==> src/hdl/cpd_pkg.sv <==
`timescale 1ns / 1ps
// shared types and constants of the polyline densifier
package cpd_pkg;
  localparam int COORD_BITS = 12;
  localparam int MAX_INSERT = 31;
  localparam int CNT_BITS = 6;  // holds MAX_INSERT + 1
  localparam int SPC_BITS = 13;
  localparam logic [SPC_BITS-1:0] SPACING_RESET = 13'd2560;
  localparam int Q_DEPTH = 2;

  // one segment job handed from front to back
  typedef struct packed {
    logic [COORD_BITS-1:0] ax;
    logic [COORD_BITS-1:0] ay;
    logic [COORD_BITS-1:0] bx;
    logic [COORD_BITS-1:0] by;
    logic                  has_seg;   // segment precedes the vertex
    logic                  emit_vtx;  // vertex b is emitted after the points
    logic                  last;      // last job of the item
  } job_t;

  typedef enum logic [2:0] {
    ST_IDLE, ST_COUNT, ST_DIV, ST_EMIT, ST_VTX
  } st_t;
endpackage

==> src/hdl/cpd_front.sv <==
`timescale 1ns / 1ps
// front: takes vertices, tracks contour state, issues segment jobs
module cpd_front (
  input  logic                           clk,
  input  logic                           rst_n,
  input  logic                           in_valid,
  output logic                           in_ready,
  input  logic [cpd_pkg::COORD_BITS-1:0] in_x,
  input  logic [cpd_pkg::COORD_BITS-1:0] in_y,
  input  logic                           in_is_first,
  input  logic                           in_is_final,
  output logic                           job_valid,
  input  logic                           job_ready,
  output cpd_pkg::job_t                  job
);
  logic [cpd_pkg::COORD_BITS-1:0] prev_x_r, prev_y_r, start_x_r, start_y_r;
  logic [cpd_pkg::COORD_BITS-1:0] prev_x_nxt, prev_y_nxt, start_x_nxt, start_y_nxt;
  logic open_r, open_nxt;
  logic close_r, close_nxt;  // closing job still to issue
  logic new_c;

  assign new_c = in_is_first || !open_r;
  assign in_ready = job_ready && !close_r;

  always_comb begin
    job_valid = close_r || in_valid;
    job.ax = prev_x_r;
    job.ay = prev_y_r;
    job.bx = in_x;
    job.by = in_y;
    job.has_seg = !new_c;
    job.emit_vtx = 1'b1;
    job.last = !in_is_final;
    if (close_r) begin
      job.bx = start_x_r;
      job.by = start_y_r;
      job.has_seg = 1'b1;
      job.emit_vtx = 1'b0;
      job.last = 1'b1;
    end
  end

  always_comb begin
    prev_x_nxt = prev_x_r;
    prev_y_nxt = prev_y_r;
    start_x_nxt = start_x_r;
    start_y_nxt = start_y_r;
    open_nxt = open_r;
    close_nxt = close_r;
    if (close_r && job_ready) begin
      close_nxt = 1'b0;
    end else if (in_valid && in_ready) begin
      prev_x_nxt = in_x;
      prev_y_nxt = in_y;
      if (new_c) begin
        start_x_nxt = in_x;
        start_y_nxt = in_y;
      end
      open_nxt = !in_is_final;
      close_nxt = in_is_final;
    end
  end

  always_ff @(posedge clk) begin
    if (!rst_n) begin
      prev_x_r <= '0;
      prev_y_r <= '0;
      start_x_r <= '0;
      start_y_r <= '0;
      open_r <= 1'b0;
      close_r <= 1'b0;
    end else begin
      prev_x_r <= prev_x_nxt;
      prev_y_r <= prev_y_nxt;
      start_x_r <= start_x_nxt;
      start_y_r <= start_y_nxt;
      open_r <= open_nxt;
      close_r <= close_nxt;
    end
  end
endmodule

==> src/hdl/cpd_queue.sv <==
`timescale 1ns / 1ps
// short job queue between front and back
module cpd_queue (
  input  logic          clk,
  input  logic          rst_n,
  input  logic          wr_valid,
  output logic          wr_ready,
  input  cpd_pkg::job_t wr_job,
  output logic          rd_valid,
  input  logic          rd_ready,
  output cpd_pkg::job_t rd_job
);
  cpd_pkg::job_t mem_r [cpd_pkg::Q_DEPTH];
  logic wp_r, rp_r;
  logic [1:0] cnt_r;
  logic wr, rd;

  assign wr_ready = cnt_r != 2'(cpd_pkg::Q_DEPTH);
  assign rd_valid = cnt_r != 2'd0;
  assign rd_job = mem_r[rp_r];
  assign wr = wr_valid && wr_ready;
  assign rd = rd_valid && rd_ready;

  always_ff @(posedge clk) begin
    if (wr) begin
      mem_r[wp_r] <= wr_job;
    end
  end

  always_ff @(posedge clk) begin
    if (!rst_n) begin
      wp_r <= 1'b0;
      rp_r <= 1'b0;
      cnt_r <= 2'd0;
    end else begin
      if (wr) wp_r <= !wp_r;
      if (rd) rp_r <= !rp_r;
      cnt_r <= cnt_r + {1'b0, wr} - {1'b0, rd};
    end
  end
endmodule

==> src/hdl/cpd_back.sv <==
`timescale 1ns / 1ps
// back: counts inserts, divides per point, emits results
module cpd_back (
  input  logic                           clk,
  input  logic                           rst_n,
  input  logic [cpd_pkg::SPC_BITS-1:0]   spacing,
  input  logic                           job_valid,
  output logic                           job_ready,
  input  cpd_pkg::job_t                  job,
  output logic                           out_valid,
  input  logic                           out_ready,
  output logic [cpd_pkg::COORD_BITS-1:0] out_x,
  output logic [cpd_pkg::COORD_BITS-1:0] out_y,
  output logic                           out_inserted,
  output logic                           out_clipped,
  output logic                           out_run_end
);
  localparam int CB = cpd_pkg::COORD_BITS;
  localparam int NB = CB + cpd_pkg::CNT_BITS;  // k*mag width
  localparam int DB = cpd_pkg::CNT_BITS;       // divisor width
  localparam int SQB = 2 * CB + 1 + 16;        // rhs width
  localparam int TB = cpd_pkg::SPC_BITS + cpd_pkg::CNT_BITS;

  cpd_pkg::st_t st_r, st_nxt;
  cpd_pkg::job_t job_r;
  logic [SQB-1:0] rhs_r;
  logic [TB-1:0] t_r;          // k*spacing
  logic [cpd_pkg::CNT_BITS-1:0] k_r, n_r;
  logic clip_r;
  logic [CB-1:0] mx_r, my_r;
  logic nx_r, ny_r;
  // restoring divider, both axes together
  logic [NB-1:0] qx_r, qy_r;
  logic [DB:0] rx_r, ry_r;
  logic [$clog2(NB+1)-1:0] bit_r;
  // final vertex parked in the output register until the closing count is known
  logic hold_r, hold_nxt;
  logic out_valid_nxt;

  logic [CB-1:0] dxa, dya;
  logic [DB-1:0] m;
  logic [2*TB-1:0] tsq;
  logic over;
  logic [NB-1:0] numx, numy;
  logic [$clog2(NB)-1:0] bidx;
  logic [DB:0] rxs, rys;
  logic div_done;
  logic [CB-1:0] px, py;
  logic sent;

  assign dxa = job.ax > job.bx ? job.ax - job.bx : job.bx - job.ax;
  assign dya = job.ay > job.by ? job.ay - job.by : job.by - job.ay;
  assign m = n_r + 1'b1;
  assign tsq = t_r * t_r;
  assign over = SQB'(tsq) > rhs_r;
  assign numx = NB'(k_r) * NB'(mx_r);
  assign numy = NB'(k_r) * NB'(my_r);
  assign bidx = bit_r[$clog2(NB)-1:0] - 1'b1;
  assign rxs = {rx_r[DB-1:0], numx[bidx]};
  assign rys = {ry_r[DB-1:0], numy[bidx]};
  assign div_done = bit_r == '0;
  assign sent = !out_valid || out_ready;

  // rounding of the finished quotient, then the signed offset from the start point
  function automatic logic [CB-1:0] fin_axis(input logic [CB-1:0] a, input logic neg,
      input logic [NB-1:0] q, input logic [DB:0] r, input logic [DB-1:0] d);
    logic [NB-1:0] qq;
    logic [DB+1:0] r2;
    r2 = {r, 1'b0};
    qq = q;
    if (r2 > (DB+2)'(d) || (r2 == (DB+2)'(d) && q[0])) qq = q + 1'b1;
    fin_axis = neg ? a - CB'(qq) : a + CB'(qq);
  endfunction

  assign px = fin_axis(job_r.ax, nx_r, qx_r, rx_r, m);
  assign py = fin_axis(job_r.ay, ny_r, qy_r, ry_r, m);

  always_comb begin
    st_nxt = st_r;
    unique case (st_r)
      cpd_pkg::ST_IDLE:
        if (job_valid) st_nxt = job.has_seg ? cpd_pkg::ST_COUNT : cpd_pkg::ST_VTX;
      cpd_pkg::ST_COUNT:
        if (k_r == cpd_pkg::CNT_BITS'(cpd_pkg::MAX_INSERT + 1) || over) begin
          st_nxt = (n_r == '0) ? (job_r.emit_vtx ? cpd_pkg::ST_VTX : cpd_pkg::ST_IDLE)
                                : cpd_pkg::ST_DIV;
        end
      cpd_pkg::ST_DIV:
        if (div_done) st_nxt = cpd_pkg::ST_EMIT;
      cpd_pkg::ST_EMIT:
        if (sent) begin
          if (k_r != n_r) st_nxt = cpd_pkg::ST_DIV;
          else st_nxt = job_r.emit_vtx ? cpd_pkg::ST_VTX : cpd_pkg::ST_IDLE;
        end
      cpd_pkg::ST_VTX:
        if (sent) st_nxt = cpd_pkg::ST_IDLE;
      default: st_nxt = cpd_pkg::ST_IDLE;
    endcase
  end

  always_comb begin
    job_ready = st_r == cpd_pkg::ST_IDLE;
  end

  always_comb begin
    out_valid_nxt = out_valid;
    hold_nxt = hold_r;
    if (out_valid && out_ready) out_valid_nxt = 1'b0;
    if ((st_r == cpd_pkg::ST_EMIT || (st_r == cpd_pkg::ST_VTX && job_r.last)) && sent) begin
      out_valid_nxt = 1'b1;
    end
    if (st_r == cpd_pkg::ST_VTX && !job_r.last && sent) hold_nxt = 1'b1;
    // closing count done: release the parked vertex
    if (st_r == cpd_pkg::ST_COUNT && st_nxt != cpd_pkg::ST_COUNT && hold_r) begin
      out_valid_nxt = 1'b1;
      hold_nxt = 1'b0;
    end
  end

  always_ff @(posedge clk) begin
    if (!rst_n) begin
      st_r <= cpd_pkg::ST_IDLE;
      out_valid <= 1'b0;
      hold_r <= 1'b0;
    end else begin
      st_r <= st_nxt;
      out_valid <= out_valid_nxt;
      hold_r <= hold_nxt;
    end
  end

  always_ff @(posedge clk) begin
    unique case (st_r)
      cpd_pkg::ST_IDLE: begin
        job_r <= job;
        rhs_r <= {SQB'(dxa) * SQB'(dxa) + SQB'(dya) * SQB'(dya)} << 16;
        t_r <= TB'(spacing);
        k_r <= cpd_pkg::CNT_BITS'(1);
        n_r <= '0;
        clip_r <= 1'b0;
        mx_r <= dxa;
        my_r <= dya;
        nx_r <= job.bx < job.ax;
        ny_r <= job.by < job.ay;
      end
      cpd_pkg::ST_COUNT: begin
        if (!(k_r == cpd_pkg::CNT_BITS'(cpd_pkg::MAX_INSERT + 1) || over)) begin
          n_r <= k_r;
          k_r <= k_r + 1'b1;
          t_r <= t_r + TB'(spacing);
        end else begin
          if (!over) begin
            n_r <= cpd_pkg::CNT_BITS'(cpd_pkg::MAX_INSERT);
            clip_r <= 1'b1;
          end
          // closing segment without inserts: the parked vertex ends the item
          if (hold_r && n_r == '0) out_run_end <= 1'b1;
          k_r <= cpd_pkg::CNT_BITS'(1);
          bit_r <= ($clog2(NB+1))'(NB);
          rx_r <= '0;
          ry_r <= '0;
        end
      end
      cpd_pkg::ST_DIV: begin
        if (!div_done) begin
          bit_r <= bit_r - 1'b1;
          rx_r <= rxs >= (DB+1)'(m) ? rxs - (DB+1)'(m) : rxs;
          ry_r <= rys >= (DB+1)'(m) ? rys - (DB+1)'(m) : rys;
          qx_r <= {qx_r[NB-2:0], rxs >= (DB+1)'(m)};
          qy_r <= {qy_r[NB-2:0], rys >= (DB+1)'(m)};
        end
      end
      cpd_pkg::ST_EMIT: begin
        if (sent) begin
          out_x <= px;
          out_y <= py;
          out_inserted <= 1'b1;
          out_clipped <= clip_r;
          out_run_end <= job_r.last && !job_r.emit_vtx && k_r == n_r;
          k_r <= k_r + 1'b1;
          bit_r <= ($clog2(NB+1))'(NB);
          rx_r <= '0;
          ry_r <= '0;
        end
      end
      cpd_pkg::ST_VTX: begin
        if (sent) begin
          out_x <= job_r.bx;
          out_y <= job_r.by;
          out_inserted <= 1'b0;
          out_clipped <= clip_r;
          out_run_end <= job_r.last;
        end
      end
      default: ;
    endcase
  end
endmodule

==> src/hdl/closed_polyline_densifier.sv <==
`timescale 1ns / 1ps
// top level of the closed polyline densifier
// usage:
//  - in_ channel carries one vertex per item with first and final marks
//  - out_ channel carries emitted points; run_end marks the last point of an item
//  - cfg_we writes min_spacing (Q8 pixels); user's duty: only while the block is idle, unenforced
// structure: a front tracks the contour and turns each vertex into segment jobs
//  (one, or two on a final vertex), a two-entry queue decouples it from the
//  back, which counts inserts and emits the points through an output register
// timing:
//  - insert count: one compare a cycle per segment
//  - each inserted point: a bit-serial divide of both axes, then the emit
// reset: contour state cleared, no contour open, spacing back to 10 pixels
// stall: a stalled receiver holds the output register, the back waits and
//  the queue then fills, after which in_ready drops
// note: a final vertex is parked in the output register until the closing
//  segment is counted; with no inserts on that segment it carries run_end
module closed_polyline_densifier (
  input  logic                           clk,
  input  logic                           rst_n,
  input  logic                           cfg_we,
  input  logic [cpd_pkg::SPC_BITS-1:0]   cfg_min_spacing,
  input  logic                           in_valid,
  output logic                           in_ready,
  input  logic [cpd_pkg::COORD_BITS-1:0] in_x,
  input  logic [cpd_pkg::COORD_BITS-1:0] in_y,
  input  logic                           in_is_first,
  input  logic                           in_is_final,
  output logic                           out_valid,
  input  logic                           out_ready,
  output logic [cpd_pkg::COORD_BITS-1:0] out_x,
  output logic [cpd_pkg::COORD_BITS-1:0] out_y,
  output logic                           out_inserted,
  output logic                           out_clipped,
  output logic                           out_run_end
);
  logic [cpd_pkg::SPC_BITS-1:0] spacing_r;
  logic fj_valid, fj_ready, bj_valid, bj_ready;
  cpd_pkg::job_t fjob, bjob;

  always_ff @(posedge clk) begin
    if (!rst_n) begin
      spacing_r <= cpd_pkg::SPACING_RESET;
    end else if (cfg_we) begin
      spacing_r <= cfg_min_spacing;
    end
  end

  cpd_front u_front (
    .clk, .rst_n, .in_valid, .in_ready, .in_x, .in_y, .in_is_first, .in_is_final,
    .job_valid(fj_valid), .job_ready(fj_ready), .job(fjob)
  );

  cpd_queue u_queue (
    .clk, .rst_n, .wr_valid(fj_valid), .wr_ready(fj_ready), .wr_job(fjob),
    .rd_valid(bj_valid), .rd_ready(bj_ready), .rd_job(bjob)
  );

  cpd_back u_back (
    .clk, .rst_n, .spacing(spacing_r), .job_valid(bj_valid), .job_ready(bj_ready),
    .job(bjob), .out_valid, .out_ready, .out_x, .out_y, .out_inserted, .out_clipped,
    .out_run_end
  );
endmodule

==> config.mk <==
export PLATFORM = sky130hd
export DESIGN_NAME = closed_polyline_densifier
export DESIGN_NICKNAME = d
export VERILOG_FILES = /design/src/hdl/cpd_pkg.sv /design/src/hdl/cpd_front.sv /design/src/hdl/cpd_queue.sv /design/src/hdl/cpd_back.sv /design/src/hdl/closed_polyline_densifier.sv
export SDC_FILE = /design/constraint.sdc
export NUM_CORES = 2
export LEC_CHECK = 0
export BUFFER_PORTS_ARGS = -buffer_cell sky130_fd_sc_hd__buf_4
export CORE_MARGIN = 4
export CORE_UTILIZATION = 60
export CTS_BUF_LIST = sky130_fd_sc_hd__clkbuf_4
export CTS_CLUSTER_SIZE = 30
export DETAILED_ROUTE_END_ITERATION = 6
export HOLD_SLACK_MARGIN = 0.02
export PLACE_DENSITY = 0.85
export SKIP_CTS_REPAIR_TIMING = 1
export SYNTH_ARGS = -nofsm -noshare
export SYNTH_HDL_FRONTEND = slang
export SYNTH_SLANG_ARGS = --single-unit
==> constraint.sdc <==
create_clock -name clk -period 14.4 [get_ports clk]
set_clock_uncertainty 0.2 [all_clocks]
set_input_delay 1.44 -clock clk [delete_from_list [all_inputs] [get_ports clk]]
set_output_delay 1.44 -clock clk [all_outputs]
set_load 0.05 [all_outputs]
# Word level (Yosys, flattened, before mapping)
# Memory sizes are Yosys's and may differ from the RTL's. A register that Yosys moved wholly into a read port is not among the register bits.
# Cells that the tools add are included.
[totals]
reg_bits = 275
latch_bits = 0
ram_bits = 102
rom_bits = 0
in_bits = 44
out_inout_bits = 29
elab_cells = 217
mem_count = 1
[memory_table]
columns = ["name", "depth", "word_bits", "read_ports", "rd_ports_with_merged_regs", "wr", "line", "source"]
rows = [
  ["u_queue.mem_r", 2, 51, 1, 1, 1, "cpd_queue.sv:13", "cpd_pkg::job_t mem_r [cpd_pkg::Q_DEPTH];"],
]
[classes]
n_addsub = 19
n_mul = 5
div_mod_pow = 0
n_lt_le_gt_ge = 10
eq_ne = 19
shift = 0
n_mux = 65
n_bitwise = 3
reduce_logical = 57
[ops]
columns = ["cell", "n"]
rows = [
  ["$mux 12", 10],
  ["$sub 12x12->12", 6],
  ["$mul 12x12->24", 2],
  ["$pmux 12 s2", 2],
  ["$mux 7", 6],
  ["$pmux 7 s3", 2],
  ["$gt 38x41->1", 1],
  ["$mul 19x19->38", 1],
  ["$pmux 19 s2", 1],
  ["$mul 6x12->18", 2],
  ["$mux 27", 1],
  ["$mux 3", 9],
  ["$add 24x24->25", 1],
  ["$add 12x1->12 const B", 2],
  ["$add 12x12->12", 2],
  ["$gt 12x12->1", 2],
  ["$lt 12x12->1", 2],
  ["$mux 6", 4],
  ["$add 19x13->19", 1],
  ["$mux 19", 1],
  ["$pmux 6 s3", 1],
  ["$logic_and 1x1->1", 17],
  ["$mux 1", 17],
  ["$eq 8x6->1", 2],
  ["other kinds (38)", 83],
]

# Logic depth before layout (Yosys ltp)
[depth]
word_depth = 9
mapped_depth = 42
depth_no_buf = 38

# By module
# A second synthesis with hierarchy kept.
[hier_totals]
cells_unflattened = 4406
hier_area_um2 = 43225.2
[modules_own_cells]
columns = ["module", "n_inst", "cells_per_inst", "area_per_inst_um2", "seq_area_each_um2"]
rows = [
  ["cpd_back", 1, 3924, 36513.8, 6195.9],
  ["cpd_queue", 1, 189, 3931.3, 3163.0],
  ["cpd_front", 1, 251, 2278.4, 1001.0],
  ["closed_polyline_densifier", 1, 42, 501.7, 260.2],
]

# Worst setup path before layout
# Ideal clock, no wire load.
[synth_path]
path_type = "reg-to-reg"
from = "reg u_back.t_r[7]"
to = "reg u_back.t_r[0] (enable)"
setup_ps = 424
arrival_ps = 9450
t_required_ps = 13776
slack_ps = 4325
path_stages_with_launch = 35
n_path_buf = 2
period_less_slack_ps = 10075
path_cell_list = "edfxtp_1 clkbuf_1 clkbuf_1 nand2_1 fa_1 inv_1 fa_1 inv_1 fa_1 inv_1 fa_1 fa_1 inv_1 fa_1 inv_1 ha_1 and3_1 and3_1 o211ai_1 a31oi_1 o21a_1 nor2_1 o22ai_1 o41ai_1 o221ai_1 xor2_1 ha_1 nand4_1 nor3_1 nand4b_1 nor4_1 o2111ai_1 nor4b_1 o21ai_1 a21boi_0"
[synth_between]
elab_chain_len = 5
[synth_lines]
columns = ["element", "line", "source"]
rows = [
  ["start, declared", "cpd_back.sv:27", "logic [TB-1:0] t_r;"],
  ["start signal, assigned", "cpd_back.sv:137", "t_r <= TB'(spacing);"],
  ["start signal, assigned", "cpd_back.sv:150", "t_r <= t_r + TB'(spacing);"],
  ["$mul 19x19->38", "cpd_back.sv:54", "assign tsq = t_r * t_r;"],
  ["$gt 38x41->1", "cpd_back.sv:55", "assign over = SQB'(tsq) > rhs_r;"],
  ["$logic_or 1x1->1", "cpd_back.sv:147", "if (!(k_r == cpd_pkg::CNT_BITS'(cpd_pkg::MAX_INSERT + 1) || over)) begin"],
  ["$ne 2x2->1 (no source line)", "n/a", ""],
  ["$reduce_and 2->1 (no source line)", "n/a", ""],
]
# No other way between the ends.
# A chain may end at the register's enable or synchronous reset.

# Final worst setup path
[layout_path]
from = "reg u_back.t_r[1]"
to = "reg u_back.t_r[5] (enable)"
# The elaborated chain is that of the path after synthesis.

==> summary.md <==
| Metric | Value |
|---|---|
| DIE WIDTH | `272.7 um` |
| Dominant cells by area after synthesis | `sky130_fd_sc_hd__fa_1 (26%), sky130_fd_sc_hd__edfxtp_1 (22%), sky130_fd_sc_hd__ha_1 (12%), sky130_fd_sc_hd__inv_1 (7.5%), sky130_fd_sc_hd__nand2_1 (3.8%)` |
| Sum of net half-perimeters after detailed placement | `74.98 mm` |
| Total Wirelength | `93.51 mm` |
| TritonCTS clock tree | `built` |
| Wire length of the first global-routing pass | `155.6 mm` |
| RSZ-0062 raised after global routing | `no` |
| Via count normalized by instance count | `5.637` |
| Routed wl met3 | `6.446 mm` |
| Placement-stage worst setup slack | `2.610 ns` |
| Slowest cell on the critical path | `sky130_fd_sc_hd__nor4b_1` |
| Final Hold Violating Endpoints | `0` |
| Initial antenna violation count | `2` |
| Final WS setup | `2.363 ns` |
| Number of flip-flops and latches in the synthesized netlist | `378` |
| Number of flops mapped to enable cells by yosys | `305` |
| Critical Path Start Type | `register` |
| Clock root buffer | `sky130_fd_sc_hd__clkbuf_4` |
| Post-route ant nets | `0` |
| Worst path most repeated cell | `sky130_fd_sc_hd__fa_1` |
| Final setup vio count | `0` |
| Largest net degree at the start of global routing | `73` |
| Num Clock Sinks | `378` |
| DRT iter0 DRCs | `2093` |
| Data arrival at the endpoint of the critical path | `12.29 ns` |
| Crit. End Element | `register` |
| Min-delay worst type | `reg -> reg` |
| Filler cell count in the final layout | `5101` |
| Overall die area | `74350 um2` |
| Required arrival time at the worst endpoint | `14.65 ns` |
| Number of warnings reported in the yosys synthesis log | `0` |
| Detailed-route DRC error count | `0` |
| Final min period | `12.04 ns` |
| Count of maximum capacitance violations | `0` |
| Final Cycle Share | `83.59%` |
| Floorplan die height | `272.7 um` |
| Relative slew margins | `18.96%` |
| Worst skew pair latency | `0.86 ns` |
| GRT overflow | `0` |
| Cell Area, Synth | `42030 um2` |
| Fmax | `0.08307 GHz` |
| P&R area growth vs syn | `6.707%` |
| Maximum fanout count along the critical path | `19` |
| Proportion of synthesized flip-flops having asynchronous set or reset | `0%` |
| Vias in the first global route | `32550` |
| Gpl congestion | `0.9379` |
| Synthesized netlist cell count | `4297` |
| GRT Total Usage | `25.64%` |
| Number of CTS-inserted buffers | `93` |
| Most instantiated flip-flop cell in the synthesis netlist | `sky130_fd_sc_hd__edfxtp_1` |
| Area of the core region | `69070 um2` |
| Deepest level of the CTS H-tree | `3` |
| Cell type with the highest aggregate area in the netlist | `sky130_fd_sc_hd__fa_1` |
| Count of vias placed by the detailed router | `30380` |
| Routed met2 length | `46.78 mm` |
| Crit Path Category | `reg -> reg` |
| Bufs on Longest Clock Path | `3` |
| Run status | `finished clean` |
| Total routed wire length on the met1 layer | `35.68 mm` |
| Starting density of the core | `60.86%` |
| Ranking of synthesized cells by instance count | `sky130_fd_sc_hd__inv_1 (836), sky130_fd_sc_hd__fa_1 (538), sky130_fd_sc_hd__nand2_1 (429)` |
| Mean instance size in the synthesized netlist | `9.781 um2` |
| Slowest stage delay, CP | `1.00 ns` |
| Post-Synthesis Net Count | `5278` |
| Per-cell routed wire length | `17.35 um` |
| Top routing layer in use | `met5` |
| Most frequent cell after synthesis | `sky130_fd_sc_hd__inv_1` |
| Yosys top cell area share | `25.63%` |
| Site row count | `96` |
| Total number of nets in the final design | `5357` |
| Number of library cell types mapped by synthesis | `78` |
| Final setup TNS | `0 ns` |
| PortBufs | `72` |
| Number of iterations in the first detailed-routing pass | `5` |
| Fraction of the yosys area taken by sequential cells | `25.27%` |
| Pin slew with the least headroom to its limit | `1.199 ns` |
| Max-slew violation total from the final report | `0` |
| Share of post-route cells with drive strength above 1 | `7.496%` |
| Clock Pin Slew Worst Setup and Hold Paths | `0.07 ns` |
| Number of I/O pins | `73` |
[logic make-up after synthesis]
family | synth area share [%]
buf+inv | 8.725
simple gates | 12.20
mux | 3.298
flops | 25.27
fa+ha+maj | 37.50
xor+xnor | 4.147
compound gates | 8.859
[critical path, delay by kind of cell (launching register included)]
kind / cells / cell delay (ns)
xor+xnor: 1 / 0.18
simple gates: 8 / 2.71
buf+inv: 5 / 0.75
flops: 1 / 0.83
compound gates: 10 / 3.45
fa+ha+maj: 8 / 3.50
[state kept, by name, indices dropped and copies added (netlist names), 13 cells and up, named ones only]
name	flops
u_queue.mem_r	102
spacing_r	13
u_back.job_r	50
u_back.rhs_r	25
u_back.t_r	19
[area by class of cell]
cell class | instances | area, um2 | share of cell area, %
clock inverter | 40 | 257.7 | 0.5747
sequential | 378 | 10620 | 23.68
tap | 931 | 1165 | 2.597
clock buffer | 135 | 1013 | 2.260
antenna | 3 | 7.507 | 0.01674
timing repair buffer | 112 | 840.8 | 1.875
inverter | 845 | 3172 | 7.072
multi-input combinational | 2946 | 27770 | 61.92
[path summary, 6_finish.rpt]
| path | startpoint | end | slack, ns | cells after the start |
|---|---|---|---|---|
| setup / recovery | u_back.t_r[1]$_DFFE_PP_ | u_back.t_r[5]$_DFFE_PP_ | 2.36 | 32 |
| hold / removal | u_front.prev_y_r[11]$_SDFFE_PN0P_ | u_queue.mem_r[0][38]$_DFFE_PP_ | 0.24 | 0 |
| setup reg to reg | u_back.t_r[1]$_DFFE_PP_ | u_back.t_r[5]$_DFFE_PP_ | 2.36 | 32 |
| hold reg to reg | u_front.prev_y_r[11]$_SDFFE_PN0P_ | u_queue.mem_r[0][38]$_DFFE_PP_ | 0.24 | 0 |
[routing by layer]
metal / vias up / GRT usage, %
met2: 1203 / 44.74
met5: - / 0
li1: 14040 / -
met3: 299 / 3.977
met4: 2 / 11.70
met1: 14840 / 31.58
[per-stage QoR]
stage / std cells / hold slack, ns / instance area [um2] / utilization [%]
6_report: 5390 / 0.2363 / 44850 / 64.94
5_1_grt: 5389 / 0.2326 / 44850 / 64.93
4_1_cts: 5387 / 0.2299 / 44840 / 64.93
2_1_floorplan: 4297 / 0.2003 / 42030 / -
3_3_place_gp: 5212 / 0.2302 / 43570 / 63.09
3_5_place_dp: 5212 / 0.2410 / 43570 / 63.09
[cell usage in the layout (no fill, tap or decap), types with 58 or more instances in the layout]
cell / n
sky130_fd_sc_hd__a21boi_0: 58
sky130_fd_sc_hd__a21oi_1: 147
sky130_fd_sc_hd__and2_1: 150
sky130_fd_sc_hd__buf_4: 112
sky130_fd_sc_hd__clkbuf_4: 135
sky130_fd_sc_hd__dfxtp_1: 72
sky130_fd_sc_hd__edfxtp_1: 305
sky130_fd_sc_hd__fa_1: 538
sky130_fd_sc_hd__ha_1: 399
sky130_fd_sc_hd__inv_1: 836
sky130_fd_sc_hd__mux2i_1: 92
sky130_fd_sc_hd__nand2_1: 429
sky130_fd_sc_hd__nor2_1: 287
sky130_fd_sc_hd__o21ai_0: 93
sky130_fd_sc_hd__xnor2_1: 123
sky130_fd_sc_hd__xor2_1: 76
Power is not shown: default switching activity piles up to over one toggle a cycle in this logic, so the estimate is an artifact.
